===== src/rtl/tfrp_pkg.sv =====
// Package for the TDC and flash ADC readout parser.
// Holds sizes, codes, the item and divider types and small helper functions.
// No dependencies.
`timescale 1ns / 1ps

package tfrp_pkg;

   localparam int ADC_BOARDS     = 2;
   localparam int ADC_CHANNELS   = 8;
   localparam int MAX_SAMPLES    = 1024;
   localparam int MAX_HITS       = 64;
   localparam int TDC_CHIP_COUNT = 4;

   localparam int BRD_W     = $clog2(ADC_BOARDS + 1);
   localparam int HIT_W     = $clog2(MAX_HITS + 1);
   localparam int DWL_W     = 28;
   localparam int NUM_W     = DWL_W + 1;
   localparam int SPC_W     = 11;
   localparam int DIV_CNT_W = $clog2(NUM_W);

   localparam logic [4:0] T_GHDR = 5'h08;
   localparam logic [4:0] T_CHDR = 5'h01;
   localparam logic [4:0] T_MEAS = 5'h00;
   localparam logic [4:0] T_CTRL = 5'h03;
   localparam logic [4:0] T_ERR  = 5'h04;
   localparam logic [4:0] T_TTAG = 5'h11;
   localparam logic [4:0] T_GTRL = 5'h10;
   localparam logic [3:0] ADC_HEAD_NIBBLE = 4'hA;

   localparam logic [3:0] ERR_FIRST     = 4'd0;
   localparam logic [3:0] ERR_CHIP      = 4'd1;
   localparam logic [3:0] ERR_CHIP_CNT  = 4'd2;
   localparam logic [3:0] ERR_GLOB_CNT  = 4'd3;
   localparam logic [3:0] ERR_SMP_CHG   = 4'd4;
   localparam logic [3:0] ERR_NO_CHAN   = 4'd5;
   localparam logic [3:0] ERR_HIT_OVF   = 4'd6;
   localparam logic [3:0] ERR_SMP_OVF   = 4'd7;
   localparam logic [3:0] ERR_TRUNC     = 4'd8;

   typedef enum logic [1:0] {
      KIND_HIT   = 2'd0,
      KIND_PAIR  = 2'd1,
      KIND_ERROR = 2'd2,
      KIND_EMPTY = 2'd3
   } kind_type;

   typedef enum logic [2:0] {
      PH_IDLE,
      PH_LEAD,
      PH_FIRST,
      PH_TDC,
      PH_AHEAD,
      PH_ADATA,
      PH_DIV
   } phase_type;

   typedef enum logic [2:0] {
      WC_GHDR,
      WC_CHDR,
      WC_MEAS,
      WC_CTRL,
      WC_ERR,
      WC_TTAG,
      WC_GTRL,
      WC_OTHER
   } wclass_type;

   typedef struct packed {
      logic [31:0] word;
      logic        start;
      logic        adc_head;
      wclass_type  wclass;
   } item_type;

   typedef struct packed {
      logic             start;
      logic [NUM_W-1:0] num;
      logic [3:0]       den;
   } div_ctl_type;

   typedef struct packed {
      logic             busy;
      logic             done;
      logic [NUM_W-1:0] quot;
   } div_sts_type;

   function automatic logic [2:0] lowest_bit(input logic [7:0] m);
      logic [2:0] r;
      r = 3'd0;
      for (int i = 7; i >= 0; i--) begin
         if (m[i]) r = 3'(i);
      end
      return r;
   endfunction

   function automatic logic [3:0] pop_count(input logic [7:0] m);
      logic [3:0] r;
      r = 4'd0;
      for (int i = 0; i < 8; i++) begin
         r = r + 4'(m[i]);
      end
      return r;
   endfunction

endpackage


===== src/rtl/tfrp_front.sv =====
// Front part of the readout parser: classifies each incoming word by type.
// Depends on tfrp_pkg.
`timescale 1ns / 1ps

module tfrp_front (
   input  logic              req_valid,
   input  logic [31:0]       req_word,
   input  logic              req_event_start,
   input  logic              q_full,
   output logic              req_ready,
   output logic              q_push,
   output tfrp_pkg::item_type q_item
);
   import tfrp_pkg::*;

   logic [4:0] wtype;

   assign wtype     = req_word[31:27];
   assign req_ready = !q_full;
   assign q_push    = req_valid && !q_full;

   always_comb begin
      q_item.word     = req_word;
      q_item.start    = req_event_start;
      q_item.adc_head = (req_word[31:28] == ADC_HEAD_NIBBLE);
      case (wtype)
         T_GHDR:  q_item.wclass = WC_GHDR;
         T_CHDR:  q_item.wclass = WC_CHDR;
         T_MEAS:  q_item.wclass = WC_MEAS;
         T_CTRL:  q_item.wclass = WC_CTRL;
         T_ERR:   q_item.wclass = WC_ERR;
         T_TTAG:  q_item.wclass = WC_TTAG;
         T_GTRL:  q_item.wclass = WC_GTRL;
         default: q_item.wclass = WC_OTHER;
      endcase
   end

endmodule


===== src/rtl/tfrp_queue.sv =====
// Two-entry queue of classified items between the front and back parts.
// Depends on tfrp_pkg.
`timescale 1ns / 1ps

module tfrp_queue (
   input  logic               clock,
   input  logic               reset,
   input  logic               push,
   input  tfrp_pkg::item_type push_item,
   input  logic               pop,
   output logic               full,
   output logic               valid,
   output tfrp_pkg::item_type head
);
   import tfrp_pkg::*;

   item_type   mem_ff [2];
   logic       wr_ff, wr_in;
   logic       rd_ff, rd_in;
   logic [1:0] cnt_ff, cnt_in;

   assign full  = (cnt_ff == 2'd2);
   assign valid = (cnt_ff != 2'd0);
   assign head  = mem_ff[rd_ff];

   always_comb begin
      wr_in  = push ? !wr_ff : wr_ff;
      rd_in  = pop ? !rd_ff : rd_ff;
      cnt_in = cnt_ff + 2'(push) - 2'(pop);
   end

   always_ff @(posedge clock) begin
      if (reset) begin
         wr_ff  <= 1'b0;
         rd_ff  <= 1'b0;
         cnt_ff <= 2'd0;
      end else begin
         wr_ff  <= wr_in;
         rd_ff  <= rd_in;
         cnt_ff <= cnt_in;
      end
   end

   always_ff @(posedge clock) begin
      if (push) mem_ff[wr_ff] <= push_item;
   end

endmodule


===== src/rtl/tfrp_div.sv =====
// Bit-serial restoring divider for samples per channel, one quotient bit a cycle.
// Depends on tfrp_pkg.
`timescale 1ns / 1ps

module tfrp_div (
   input  logic                  clock,
   input  logic                  reset,
   input  tfrp_pkg::div_ctl_type ctl,
   output tfrp_pkg::div_sts_type sts
);
   import tfrp_pkg::*;

   logic [NUM_W-1:0]     num_ff, num_in;
   logic [2:0]           rem_ff, rem_in;
   logic [3:0]           den_ff, den_in;
   logic [DIV_CNT_W-1:0] cnt_ff, cnt_in;
   logic                 busy_ff, busy_in;
   logic                 done_ff, done_in;
   logic [3:0]           trial;

   assign sts.busy = busy_ff;
   assign sts.done = done_ff;
   assign sts.quot = num_ff;

   always_comb begin
      trial   = {rem_ff, num_ff[NUM_W-1]};
      num_in  = num_ff;
      rem_in  = rem_ff;
      den_in  = den_ff;
      cnt_in  = cnt_ff;
      busy_in = busy_ff;
      done_in = done_ff;
      if (ctl.start) begin
         num_in  = ctl.num;
         rem_in  = 3'd0;
         den_in  = ctl.den;
         cnt_in  = DIV_CNT_W'(NUM_W - 1);
         busy_in = 1'b1;
         done_in = 1'b0;
      end else if (busy_ff) begin
         if (trial >= den_ff) begin
            rem_in = 3'(trial - den_ff);
            num_in = {num_ff[NUM_W-2:0], 1'b1};
         end else begin
            rem_in = trial[2:0];
            num_in = {num_ff[NUM_W-2:0], 1'b0};
         end
         if (cnt_ff == '0) begin
            busy_in = 1'b0;
            done_in = 1'b1;
         end else begin
            cnt_in = cnt_ff - 1'b1;
         end
      end
   end

   always_ff @(posedge clock) begin
      if (reset) begin
         busy_ff <= 1'b0;
         done_ff <= 1'b0;
      end else begin
         busy_ff <= busy_in;
         done_ff <= done_in;
      end
   end

   always_ff @(posedge clock) begin
      num_ff <= num_in;
      rem_ff <= rem_in;
      den_ff <= den_in;
      cnt_ff <= cnt_in;
   end

endmodule


===== src/rtl/tfrp_back.sv =====
// Back part of the readout parser: event state machine and registered result.
// Depends on tfrp_pkg; drives the divider through div_ctl_type.
`timescale 1ns / 1ps

module tfrp_back (
   input  logic                  clock,
   input  logic                  reset,
   input  logic                  q_valid,
   input  tfrp_pkg::item_type    q_item,
   output logic                  q_pop,
   output tfrp_pkg::div_ctl_type div_ctl,
   input  tfrp_pkg::div_sts_type div_sts,
   output logic                  rsp_valid,
   input  logic                  rsp_ready,
   output logic [1:0]            rsp_kind,
   output logic [4:0]            rsp_channel,
   output logic [9:0]            rsp_index,
   output logic signed [21:0]    rsp_value_first,
   output logic signed [12:0]    rsp_value_second,
   output logic [3:0]            rsp_error_code,
   output logic                  rsp_event_done
);
   import tfrp_pkg::*;

   phase_type        phase_ff, phase_in;
   logic [1:0]       hp_ff, hp_in;
   logic [15:0]      total_ff, total_in;
   logic [11:0]      chip_ff [4];
   logic [11:0]      chip_in [4];
   logic [1:0]       open_ff, open_in;
   logic [HIT_W-1:0] hit_ff, hit_in;
   logic [BRD_W-1:0] board_ff, board_in;
   logic [DWL_W-1:0] dwl_ff, dwl_in;
   logic [7:0]       mask_ff, mask_in;
   logic [2:0]       cur_ff, cur_in;
   logic [9:0]       pair_ff, pair_in;
   logic [SPC_W-1:0] spc_ff, spc_in;
   logic [SPC_W-1:0] prev_ff, prev_in;
   logic             prev_valid_ff, prev_valid_in;

   logic             out_valid_ff, out_valid_in;
   kind_type         kind_ff, kind_in;
   logic [4:0]       chan_ff, chan_in;
   logic [9:0]       idx_ff, idx_in;
   logic [21:0]      v1_ff, v1_in;
   logic [12:0]      v2_ff, v2_in;
   logic [3:0]       code_ff, code_in;
   logic             done_ff, done_in;

   logic             slot_free;
   logic             emit;
   logic [31:0]      w;
   logic [27:0]      size;
   logic [3:0]       act;
   logic [NUM_W-1:0] spc;
   logic [15:0]      tot_inc;
   logic [11:0]      cnt_inc;
   logic [DWL_W-1:0] dwl_dec;
   logic [BRD_W-1:0] board_inc;
   logic [12:0]      s1;
   logic [12:0]      s2;
   logic [7:0]       ch_full;
   logic [SPC_W-1:0] pair_inc;

   assign rsp_valid        = out_valid_ff;
   assign rsp_kind         = kind_ff;
   assign rsp_channel      = chan_ff;
   assign rsp_index        = idx_ff;
   assign rsp_value_first  = v1_ff;
   assign rsp_value_second = v2_ff;
   assign rsp_error_code   = code_ff;
   assign rsp_event_done   = done_ff;

   assign slot_free = !out_valid_ff || rsp_ready;

   always_comb begin
      phase_in      = phase_ff;
      hp_in         = hp_ff;
      total_in      = total_ff;
      chip_in       = chip_ff;
      open_in       = open_ff;
      hit_in        = hit_ff;
      board_in      = board_ff;
      dwl_in        = dwl_ff;
      mask_in       = mask_ff;
      cur_in        = cur_ff;
      pair_in       = pair_ff;
      spc_in        = spc_ff;
      prev_in       = prev_ff;
      prev_valid_in = prev_valid_ff;
      emit          = 1'b0;
      kind_in       = KIND_ERROR;
      chan_in       = 5'd0;
      idx_in        = 10'd0;
      v1_in         = 22'd0;
      v2_in         = 13'd0;
      code_in       = 4'd0;
      done_in       = 1'b0;
      q_pop         = 1'b0;
      div_ctl.start = 1'b0;
      div_ctl.num   = {dwl_ff, 1'b0};
      div_ctl.den   = 4'd0;
      w             = q_item.word;
      size          = w[27:0];
      act           = pop_count(w[7:0]);
      spc           = div_sts.quot;
      tot_inc       = total_ff + 16'd1;
      cnt_inc       = chip_ff[open_ff] + 12'd1;
      dwl_dec       = dwl_ff - 1'b1;
      board_inc     = board_ff + 1'b1;
      s1            = {1'b0, w[11:0]} - 13'h0FFF;
      s2            = {1'b0, w[27:16]} - 13'h0FFF;
      ch_full       = 8'({board_ff, cur_ff});
      pair_inc      = {1'b0, pair_ff} + 11'd1;

      if (phase_ff == PH_DIV) begin
         if (div_sts.done && slot_free) begin
            if (dwl_ff != '0 && (spc < NUM_W'(2) || spc > NUM_W'(MAX_SAMPLES))) begin
               emit = 1'b1; code_in = ERR_SMP_OVF; done_in = 1'b1; phase_in = PH_IDLE;
            end else if (prev_valid_ff && spc != NUM_W'(prev_ff)) begin
               emit = 1'b1; code_in = ERR_SMP_CHG; done_in = 1'b1; phase_in = PH_IDLE;
            end else begin
               spc_in        = spc[SPC_W-1:0];
               prev_in       = spc[SPC_W-1:0];
               prev_valid_in = 1'b1;
               cur_in        = lowest_bit(mask_ff);
               pair_in       = 10'd0;
               hp_in         = 2'd2;
               phase_in      = PH_AHEAD;
            end
         end
      end else if (q_valid && slot_free) begin
         q_pop = 1'b1;
         if (q_item.start) begin
            if (phase_ff != PH_IDLE) begin
               emit = 1'b1; code_in = ERR_TRUNC; done_in = 1'b1;
            end
            phase_in = PH_LEAD;
         end else begin
            case (phase_ff)
               PH_LEAD: phase_in = PH_FIRST;
               PH_FIRST: begin
                  if (q_item.wclass != WC_GHDR) begin
                     emit = 1'b1; code_in = ERR_FIRST; done_in = 1'b1; phase_in = PH_IDLE;
                  end else begin
                     for (int i = 0; i < 4; i++) chip_in[i] = 12'd0;
                     open_in  = 2'd0;
                     hit_in   = '0;
                     total_in = 16'd1;
                     phase_in = PH_TDC;
                  end
               end
               PH_TDC: begin
                  if (q_item.adc_head) begin
                     board_in = '0;
                     dwl_in   = (size >= 28'd4) ? size - 28'd4 : '0;
                     hp_in    = 2'd1;
                     phase_in = PH_AHEAD;
                  end else begin
                     case (q_item.wclass)
                        WC_GHDR, WC_ERR, WC_TTAG: total_in = tot_inc;
                        WC_CHDR: begin
                           if ({1'b0, w[25:24]} >= 3'(TDC_CHIP_COUNT)) begin
                              emit = 1'b1; code_in = ERR_CHIP; done_in = 1'b1;
                              phase_in = PH_IDLE;
                           end else begin
                              open_in            = w[25:24];
                              chip_in[w[25:24]]  = 12'd1;
                              total_in           = tot_inc;
                           end
                        end
                        WC_MEAS: begin
                           if (hit_ff >= HIT_W'(MAX_HITS)) begin
                              emit = 1'b1; code_in = ERR_HIT_OVF; done_in = 1'b1;
                              phase_in = PH_IDLE;
                           end else begin
                              chip_in[open_ff] = cnt_inc;
                              total_in         = tot_inc;
                              hit_in           = hit_ff + 1'b1;
                              emit             = 1'b1;
                              kind_in          = KIND_HIT;
                              chan_in          = w[25:21];
                              idx_in           = 10'(hit_ff);
                              v1_in            = {1'b0, w[20:0]};
                           end
                        end
                        WC_CTRL: begin
                           if (open_ff != w[25:24]) begin
                              emit = 1'b1; code_in = ERR_CHIP; done_in = 1'b1;
                              phase_in = PH_IDLE;
                           end else begin
                              chip_in[open_ff] = cnt_inc;
                              total_in         = tot_inc;
                              if (cnt_inc != w[11:0]) begin
                                 emit = 1'b1; code_in = ERR_CHIP_CNT; done_in = 1'b1;
                                 phase_in = PH_IDLE;
                              end
                           end
                        end
                        WC_GTRL: begin
                           total_in = tot_inc;
                           if (tot_inc != w[20:5]) begin
                              emit = 1'b1; code_in = ERR_GLOB_CNT; done_in = 1'b1;
                              phase_in = PH_IDLE;
                           end
                        end
                        default: ;
                     endcase
                  end
               end
               PH_AHEAD: begin
                  case (hp_ff)
                     2'd0: begin
                        dwl_in = (size >= 28'd4) ? size - 28'd4 : '0;
                        hp_in  = 2'd1;
                     end
                     2'd1: begin
                        if (act == 4'd0) begin
                           emit = 1'b1; code_in = ERR_NO_CHAN; done_in = 1'b1;
                           phase_in = PH_IDLE;
                        end else begin
                           mask_in       = w[7:0];
                           div_ctl.start = 1'b1;
                           div_ctl.den   = act;
                           phase_in      = PH_DIV;
                        end
                     end
                     2'd2: hp_in = 2'd3;
                     default: begin
                        if (dwl_ff == '0) begin
                           board_in = board_inc;
                           if (board_inc >= BRD_W'(ADC_BOARDS)) begin
                              phase_in = PH_IDLE;
                              emit     = 1'b1;
                              kind_in  = KIND_EMPTY;
                              done_in  = 1'b1;
                           end else begin
                              phase_in = PH_AHEAD;
                              hp_in    = 2'd0;
                           end
                        end else begin
                           phase_in = PH_ADATA;
                           pair_in  = 10'd0;
                        end
                     end
                  endcase
               end
               PH_ADATA: begin
                  dwl_in = dwl_dec;
                  if (mask_ff != 8'd0) begin
                     emit    = 1'b1;
                     kind_in = KIND_PAIR;
                     chan_in = ch_full[4:0];
                     idx_in  = {pair_ff[8:0], 1'b0};
                     v1_in   = {{9{s1[12]}}, s1};
                     v2_in   = s2;
                     if (pair_inc >= SPC_W'(spc_ff[SPC_W-1:1])) begin
                        mask_in = mask_ff & ~(8'd1 << cur_ff);
                        pair_in = 10'd0;
                        cur_in  = lowest_bit(mask_ff & ~(8'd1 << cur_ff));
                     end else begin
                        pair_in = pair_inc[9:0];
                     end
                  end
                  if (dwl_dec == '0) begin
                     board_in = board_inc;
                     if (board_inc >= BRD_W'(ADC_BOARDS)) begin
                        phase_in = PH_IDLE;
                        done_in  = 1'b1;
                        if (mask_ff == 8'd0) begin
                           emit    = 1'b1;
                           kind_in = KIND_EMPTY;
                        end
                     end else begin
                        phase_in = PH_AHEAD;
                        hp_in    = 2'd0;
                     end
                  end
               end
               default: ;
            endcase
         end
      end
      out_valid_in = slot_free ? emit : out_valid_ff;
   end

   always_ff @(posedge clock) begin
      if (reset) begin
         phase_ff      <= PH_IDLE;
         hp_ff         <= 2'd0;
         total_ff      <= 16'd0;
         for (int i = 0; i < 4; i++) chip_ff[i] <= 12'd0;
         open_ff       <= 2'd0;
         hit_ff        <= '0;
         board_ff      <= '0;
         dwl_ff        <= '0;
         mask_ff       <= 8'd0;
         cur_ff        <= 3'd0;
         pair_ff       <= 10'd0;
         spc_ff        <= '0;
         prev_ff       <= '0;
         prev_valid_ff <= 1'b0;
         out_valid_ff  <= 1'b0;
      end else begin
         phase_ff      <= phase_in;
         hp_ff         <= hp_in;
         total_ff      <= total_in;
         chip_ff       <= chip_in;
         open_ff       <= open_in;
         hit_ff        <= hit_in;
         board_ff      <= board_in;
         dwl_ff        <= dwl_in;
         mask_ff       <= mask_in;
         cur_ff        <= cur_in;
         pair_ff       <= pair_in;
         spc_ff        <= spc_in;
         prev_ff       <= prev_in;
         prev_valid_ff <= prev_valid_in;
         out_valid_ff  <= out_valid_in;
      end
   end

   always_ff @(posedge clock) begin
      if (emit && slot_free) begin
         kind_ff <= kind_in;
         chan_ff <= chan_in;
         idx_ff  <= idx_in;
         v1_ff   <= v1_in;
         v2_ff   <= v2_in;
         code_ff <= code_in;
         done_ff <= done_in;
      end
   end

endmodule


===== src/rtl/tdc_fadc_readout_parser_unit.sv =====
// Top level of the TDC and flash ADC readout parser.
// Depends on tfrp_pkg, tfrp_front, tfrp_queue, tfrp_div and tfrp_back.
//
//   channel   direction   handshake               payload
//   req_      in          req_valid / req_ready   word, event_start
//   rsp_      out         rsp_valid / rsp_ready   kind, channel, index, values, code, done
//
// One word is taken per cycle while req_ready is high; a board channel-mask header word
// starts the bit-serial samples-per-channel divider, during which the back part holds.
// Results leave through a registered output; a word passes the queue register, then the output register.
// Reset is synchronous and clears all control state; no clearing pass is needed.
// A stalled result stops the back part, the two-entry queue fills, then req_ready drops.
`timescale 1ns / 1ps

module tdc_fadc_readout_parser_unit (
   input  logic               clock,
   input  logic               reset,
   input  logic               req_valid,
   output logic               req_ready,
   input  logic [31:0]        req_word,
   input  logic               req_event_start,
   output logic               rsp_valid,
   input  logic               rsp_ready,
   output logic [1:0]         rsp_kind,
   output logic [4:0]         rsp_channel,
   output logic [9:0]         rsp_index,
   output logic signed [21:0] rsp_value_first,
   output logic signed [12:0] rsp_value_second,
   output logic [3:0]         rsp_error_code,
   output logic               rsp_event_done
);
   import tfrp_pkg::*;

   item_type    push_item;
   item_type    head_item;
   logic        q_push;
   logic        q_full;
   logic        q_valid;
   logic        q_pop;
   div_ctl_type div_ctl;
   div_sts_type div_sts;

   tfrp_front u_front (
      .req_valid       (req_valid),
      .req_word        (req_word),
      .req_event_start (req_event_start),
      .q_full          (q_full),
      .req_ready       (req_ready),
      .q_push          (q_push),
      .q_item          (push_item)
   );

   tfrp_queue u_queue (
      .clock     (clock),
      .reset     (reset),
      .push      (q_push),
      .push_item (push_item),
      .pop       (q_pop),
      .full      (q_full),
      .valid     (q_valid),
      .head      (head_item)
   );

   tfrp_div u_div (
      .clock (clock),
      .reset (reset),
      .ctl   (div_ctl),
      .sts   (div_sts)
   );

   tfrp_back u_back (
      .clock            (clock),
      .reset            (reset),
      .q_valid          (q_valid),
      .q_item           (head_item),
      .q_pop            (q_pop),
      .div_ctl          (div_ctl),
      .div_sts          (div_sts),
      .rsp_valid        (rsp_valid),
      .rsp_ready        (rsp_ready),
      .rsp_kind         (rsp_kind),
      .rsp_channel      (rsp_channel),
      .rsp_index        (rsp_index),
      .rsp_value_first  (rsp_value_first),
      .rsp_value_second (rsp_value_second),
      .rsp_error_code   (rsp_error_code),
      .rsp_event_done   (rsp_event_done)
   );

`ifndef SYNTHESIS
   a_pop_valid: assert property (@(posedge clock) disable iff (reset)
      q_pop |-> q_valid)
      else $error("Item taken from an empty queue.");

   a_div_idle: assert property (@(posedge clock) disable iff (reset)
      div_ctl.start |-> !div_sts.busy)
      else $error("Divider restarted while busy.");

   a_div_clear: assert property (@(posedge clock) disable iff (reset)
      div_ctl.start |=> (div_sts.busy && !div_sts.done))
      else $error("Divider did not start after a request.");
`endif

endmodule

===== config.mk =====
export PLATFORM = sky130hd
export DESIGN_NAME = tdc_fadc_readout_parser_unit
export DESIGN_NICKNAME = d
export VERILOG_FILES = /design/src/rtl/tfrp_pkg.sv /design/src/rtl/tfrp_front.sv /design/src/rtl/tfrp_queue.sv /design/src/rtl/tfrp_div.sv /design/src/rtl/tfrp_back.sv /design/src/rtl/tdc_fadc_readout_parser_unit.sv
export SDC_FILE = /design/constraint.sdc
export NUM_CORES = 1
export LEC_CHECK = 0
export ABC_AREA = 0
export BUFFER_PORTS_ARGS = -buffer_cell sky130_fd_sc_hd__buf_2
export CORE_MARGIN = 5
export CORE_UTILIZATION = 64
export DETAILED_ROUTE_END_ITERATION = 10
export PLACE_DENSITY = 0.92
export SETUP_SLACK_MARGIN = 0.4
export SYNTH_ARGS = -nofsm -noshare
export SYNTH_HDL_FRONTEND = slang
export SYNTH_HIERARCHICAL = 1
export SYNTH_SLANG_ARGS = --single-unit

===== constraint.sdc =====
create_clock -name clock -period 12 [get_ports clock]
set_input_delay 3 -clock clock [delete_from_list [all_inputs] [get_ports clock]]
set_output_delay 3 -clock clock [all_outputs]
set_load 0.03 [all_outputs]

After elaboration in Yosys (flattened, before gate mapping)
Memories as Yosys holds them, arrays and structs flattened. A register that Yosys moved wholly into a read port is not among the register bits.
Index checks and enable logic that the tools add are counted.

storage, ports and cells
  register bits = 246
  RAM bits = 74
  input bits = 37
  output and inout bits = 59
  memories kept = 1

operators by class
  add/subtract/negate cells = 20
  $lt $le $gt $ge = 11
  equality and inequality tests = 61
  shifts and indexed selects = 1
  muxes and demuxes = 202
  bitwise gates (word level) = 17
  reduce and logical (&&, ||, !) cells = 59

memory list
  memory          depth  bits a word  rd ports  clocked after Yosys merged registers in  write ports  line              text
  u_queue.mem_ff  2      37           1         1                                        1            tfrp_queue.sv:17  item_type mem_ff [2];

operator list
  operator           number
  $mux W48           4
  $pmux W48 S3       1
  $mux W3            44
  $mux W10           13
  $pmux W48 S2       1
  $mux W28           3
  $pmux W28 S3       1
  $mux W22           3
  $mux W16           4
  $mux W2            29
  $mux W29           2
  $logic_not A28 Y1  2
  $bwmux W48         1
  $demux W12 S2      2
  $mux W12           4
  $pmux W16 S3       1
  $and A44 B44 Y44   1
  $not A44 Y44       1
  $pmux W22 S2       1
  $mux W1            42
  $pmux W10 S2       2
  $mux W4            9
  $reduce_and A9 Y1  4
  $mux W7            5
  99 further kinds   191

Depth between registers and ports, before layout
  depth after elaboration = 17
  mapped depth = 19
  gate-level depth less buffers = 17

Hierarchy
Netlist, hierarchy kept.

by module, submodules not included
  module      times used  cells an instance  area an instance (um^2)  sequential area each (um^2)
  tfrp_back   1           1600               13136.3                  4554.4
  tfrp_queue  1           136                3041.7                   2322.2
  tfrp_div    1           133                1921.8                   1191.1
  tfrp_front  1           47                 335.3                    0.0

Least setup slack after synthesis
Ideal clock, no wire load.

  path kind = register to register
  from = register (tool-made name)
  to = register u_back.chan_ff[0], in the netlist u_back/rsp_channel[0] (enable)
  arrival = 6918 ps
  data required time = 11503 ps
  path slack = 4585 ps
  stages on the path, launching flop included = 20
  period minus slack after synthesis = 7415 ps
  cell sequence = dfxtp_1 -> buf_6 -> buf_12 -> mux2_4 -> fa_1 -> inv_1 -> fa_1 -> fa_1 -> inv_1 -> ha_1 -> inv_1 -> fa_1 -> nor2b_1 -> a21oi_1 -> nor3b_1 -> and2_1 -> a311oi_1 -> o31ai_1 -> a311oi_1 -> a22oi_1

RTL lines
  what                    line              text
  end signal: assignment  tfrp_back.sv:326  chan_ff <= chan_in;
  end: declaration        tfrp_back.sv:43   logic [4:0] chan_ff, chan_in;

==> summary.md <==
| Metric | Value |
|---|---|
| Status | `complete, no violations` |
| Largest net degree at the start of global routing | `83` |
| CP max FO | `35` |
| Hold Path Origin | `u_back/prev_valid_ff$_SDFFE_PP0P_` |
| TritonCTS clock tree | `done` |
| CP top delay family | `adder cells` |
| Die Height | `178 um` |
| Uppermost layer routed | `met4` |
| Fmax | `135 MHz` |
| Pint | `0.00216 W` |
| Max Cap Viol | `0` |
| Power per Cell Area | `168 nW/um2` |
| Final worst setup slack | `4610 ps` |
| Least-Margin Pin Slew | `1310 ps` |
| Netlist Area Pre-Place | `18100 um2` |
| Vias in the first global route | `15000` |
| Met3 WL post-DR | `5110 um` |
| DRC | `0` |
| Critical path's largest stage delay | `1060 ps` |
| Worst Path Arrival | `7540 ps` |
| IO Port Bufs | `95` |
| CTS clock-pin slew for the worst setup and hold paths | `60 ps` |
| Sw Share | `0.341` |
| NetSw | `0.00112 W` |
| Comb pwr share | `0.294` |
| Setup CP Type | `register to register` |
| Synthesized area per cell | `9.53 um2` |
| Slew HR | `0.126` |
| Worst VDD drop | `0.151 mV` |
| Final setup TNS | `0 ps` |
| Post-CTS setup buffers | `0` |
| WP buf/inv | `5` |
| Number of I/O pins | `96` |
| Post-Syn Instances | `1899` |
| Cells after DPL | `2237` |
| Mapped Nets | `1975` |
| Final Hold Viols | `0` |
| Die area | `31700 um2` |
| CTS Hold Buffers Added | `0` |
| Clock sinks | `313` |
| # resized after CTS | `0` |
| Worst Path Required | `12150 ps` |
| Wire length on met1 | `18700 um` |
| DP Worst Slack | `4780 ps` |
| Clock Tree Buf Depth | `3` |
| Worst-Skew Late Latency | `520 ps` |
| Die W | `178 um` |
| Drt total wl | `50200 um` |
| Final Non-Filler Cells | `2299` |
| Met2 wire len | `24100 um` |
| First-pass GRT wire length | `79400 um` |
| Via-to-Cell Ratio | `6.80` |
| Post-DP HPWL | `34600 um` |
| GRT Total Usage | `0.310` |
| Avg WL per Cell | `21.8 um` |
| Layout cell share with drive strength beyond 1 | `0.143` |
| RSZ-0062 raised after global routing | `false` |
| Most frequent CP cell | `fa_1` |
| Crit-path slowest cell | `a22oi_2` |
| Initial Utilization | `0.650` |
| Leak | `7.22 nW` |
| Setup Viol. Count Final | `0` |
| Nets | `1971` |
| Final instance area | `19500 um2` |
| CORE AREA | `27900 um2` |
| Num CTS Buffers | `34` |
| H-tree levels | `2` |
| Vias | `15600` |
| Sequential Power Share | `0.395` |
| Ant. Diodes | `0` |
| Critical path launch point type | `register` |
| YS warnings | `6` |
| Congestion Overflow GR | `0` |
| Fin crit share | `0.615` |
| Min cycle time layout | `7390 ps` |
| DR pass1 iterations | `6` |
| Final antenna-violating net count | `0` |
| Hold crit path type | `register to register` |
| Setup crit end kind | `register` |
| Clock share of power | `0.312` |
| DP Area | `18400 um2` |
| GPL Wtd Cong | `0.968` |
| Setup Skew | `24.5 ps` |
| CP Cell Sequence | `buf_4 -> mux2_2 -> fa_1 -> inv_1 -> fa_1 -> fa_1 -> inv_1 -> ha_1 -> inv_1 -> fa_1 -> nor2b_1 -> a21oi_1 -> nor3b_1 -> and2_1 -> a311oi_1 -> o31ai_1 -> a311oi_1 -> a22oi_2 -> buf_4` |
| Row cnt | `61` |
| Pins over their slew limit | `0` |
| First DRT Iteration DRCs | `2236` |
| Layout area overhead | `7.94%` |
| Final Power | `0.00328 W` |
| Initial antenna violation count | `0` |
| Clock Tree Root | `clkbuf_16` |
-- area by class of cell --
class,instances,area [um2]
clock buffer,52,1000
tap,378,473
timing repair buffer,112,606
multi-input combinational,1372,9300
clock inverter,10,91.3
fill,1994,8320
sequential,313,7830
inverter,62,233
-- worst min-delay path: cells and delay by family, from the launching register on --
family / cells / cell delay (ps)
AOI/OAI and AO/OA: 1 / 50
buffers and inverters: 1 / 50
DFF: 1 / 320
-- power groups by stage --
stage,Combinational [W],Sequential [W],Clock [W]
after detailed placement,0.000929,0.00131,0
after CTS,0.000939,0.00129,0.00103
after floorplan,0.000612,0.00139,0
after global routing,0.00103,0.00130,0.00109
after global placement,0.000895,0.00131,0
final,0.000964,0.00129,0.00102
-- final timing paths --
path / to / slack (ps) / cells past startpoint
setup / recovery: u_back/rsp_channel[0]$_SDFFCE_PP0P_ / 4610 / 19
hold reg to reg: u_back/prev_valid_ff$_SDFFE_PP0P_ / 470 / 2
hold / removal: u_back/prev_valid_ff$_SDFFE_PP0P_ / 470 / 2
setup reg to reg: u_back/rsp_channel[0]$_SDFFCE_PP0P_ / 4610 / 19
-- placed cells by master (no fill, tap or decap), types with 27 or more instances in the layout --
| cell type | count |
|---|---|
| inv_1 | 61 |
| a22oi_1 | 57 |
| edfxtp_1 | 156 |
| nand4_1 | 28 |
| buf_2 | 94 |
| nor3_1 | 49 |
| ha_1 | 34 |
| clkbuf_16 | 36 |
| o21ai_0 | 104 |
| nand3_1 | 43 |
| mux2_2 | 35 |
| nor2_1 | 211 |
| xnor2_1 | 48 |
| xor2_1 | 55 |
| a21oi_1 | 108 |
| mux2_4 | 27 |
| nand2_1 | 116 |
| dfxtp_1 | 156 |
-- through the flow --
stage	util	hold WS (ps)
after floorplan	-	438
after global placement	0.662	445
after detailed placement	0.662	458
after CTS	0.701	471
after global routing	0.701	512
final	0.701	471
-- routing by layer --
| layer | track usage | up-vias |
|---|---|---|
| met5 | 0 | - |
| met2 | 0.507 | 1024 |
| li1 | - | 6981 |
| met1 | 0.399 | 7444 |
| met3 | 0.0610 | 190 |
| met4 | 0.142 | 0 |
-- flip-flops by register name, summed over array words and instances (netlist names), 5 cells and up, named ones only --
name / cells
u_back/rsp_value_second: 13
u_back/prev_ff: 11
u_back/rsp_channel: 5
u_back/mask_ff: 8
u_back/dwl_ff: 28
u_div/num_ff: 29
u_back/chip_ff: 48
u_queue/mem_ff: 66
u_back/pair_ff: 10
u_back/hit_ff: 7
u_back/rsp_value_first: 22
u_back/total_ff: 16
u_back/rsp_index: 10
u_div/cnt_ff: 5
Power figures use the tool's default switching activity.
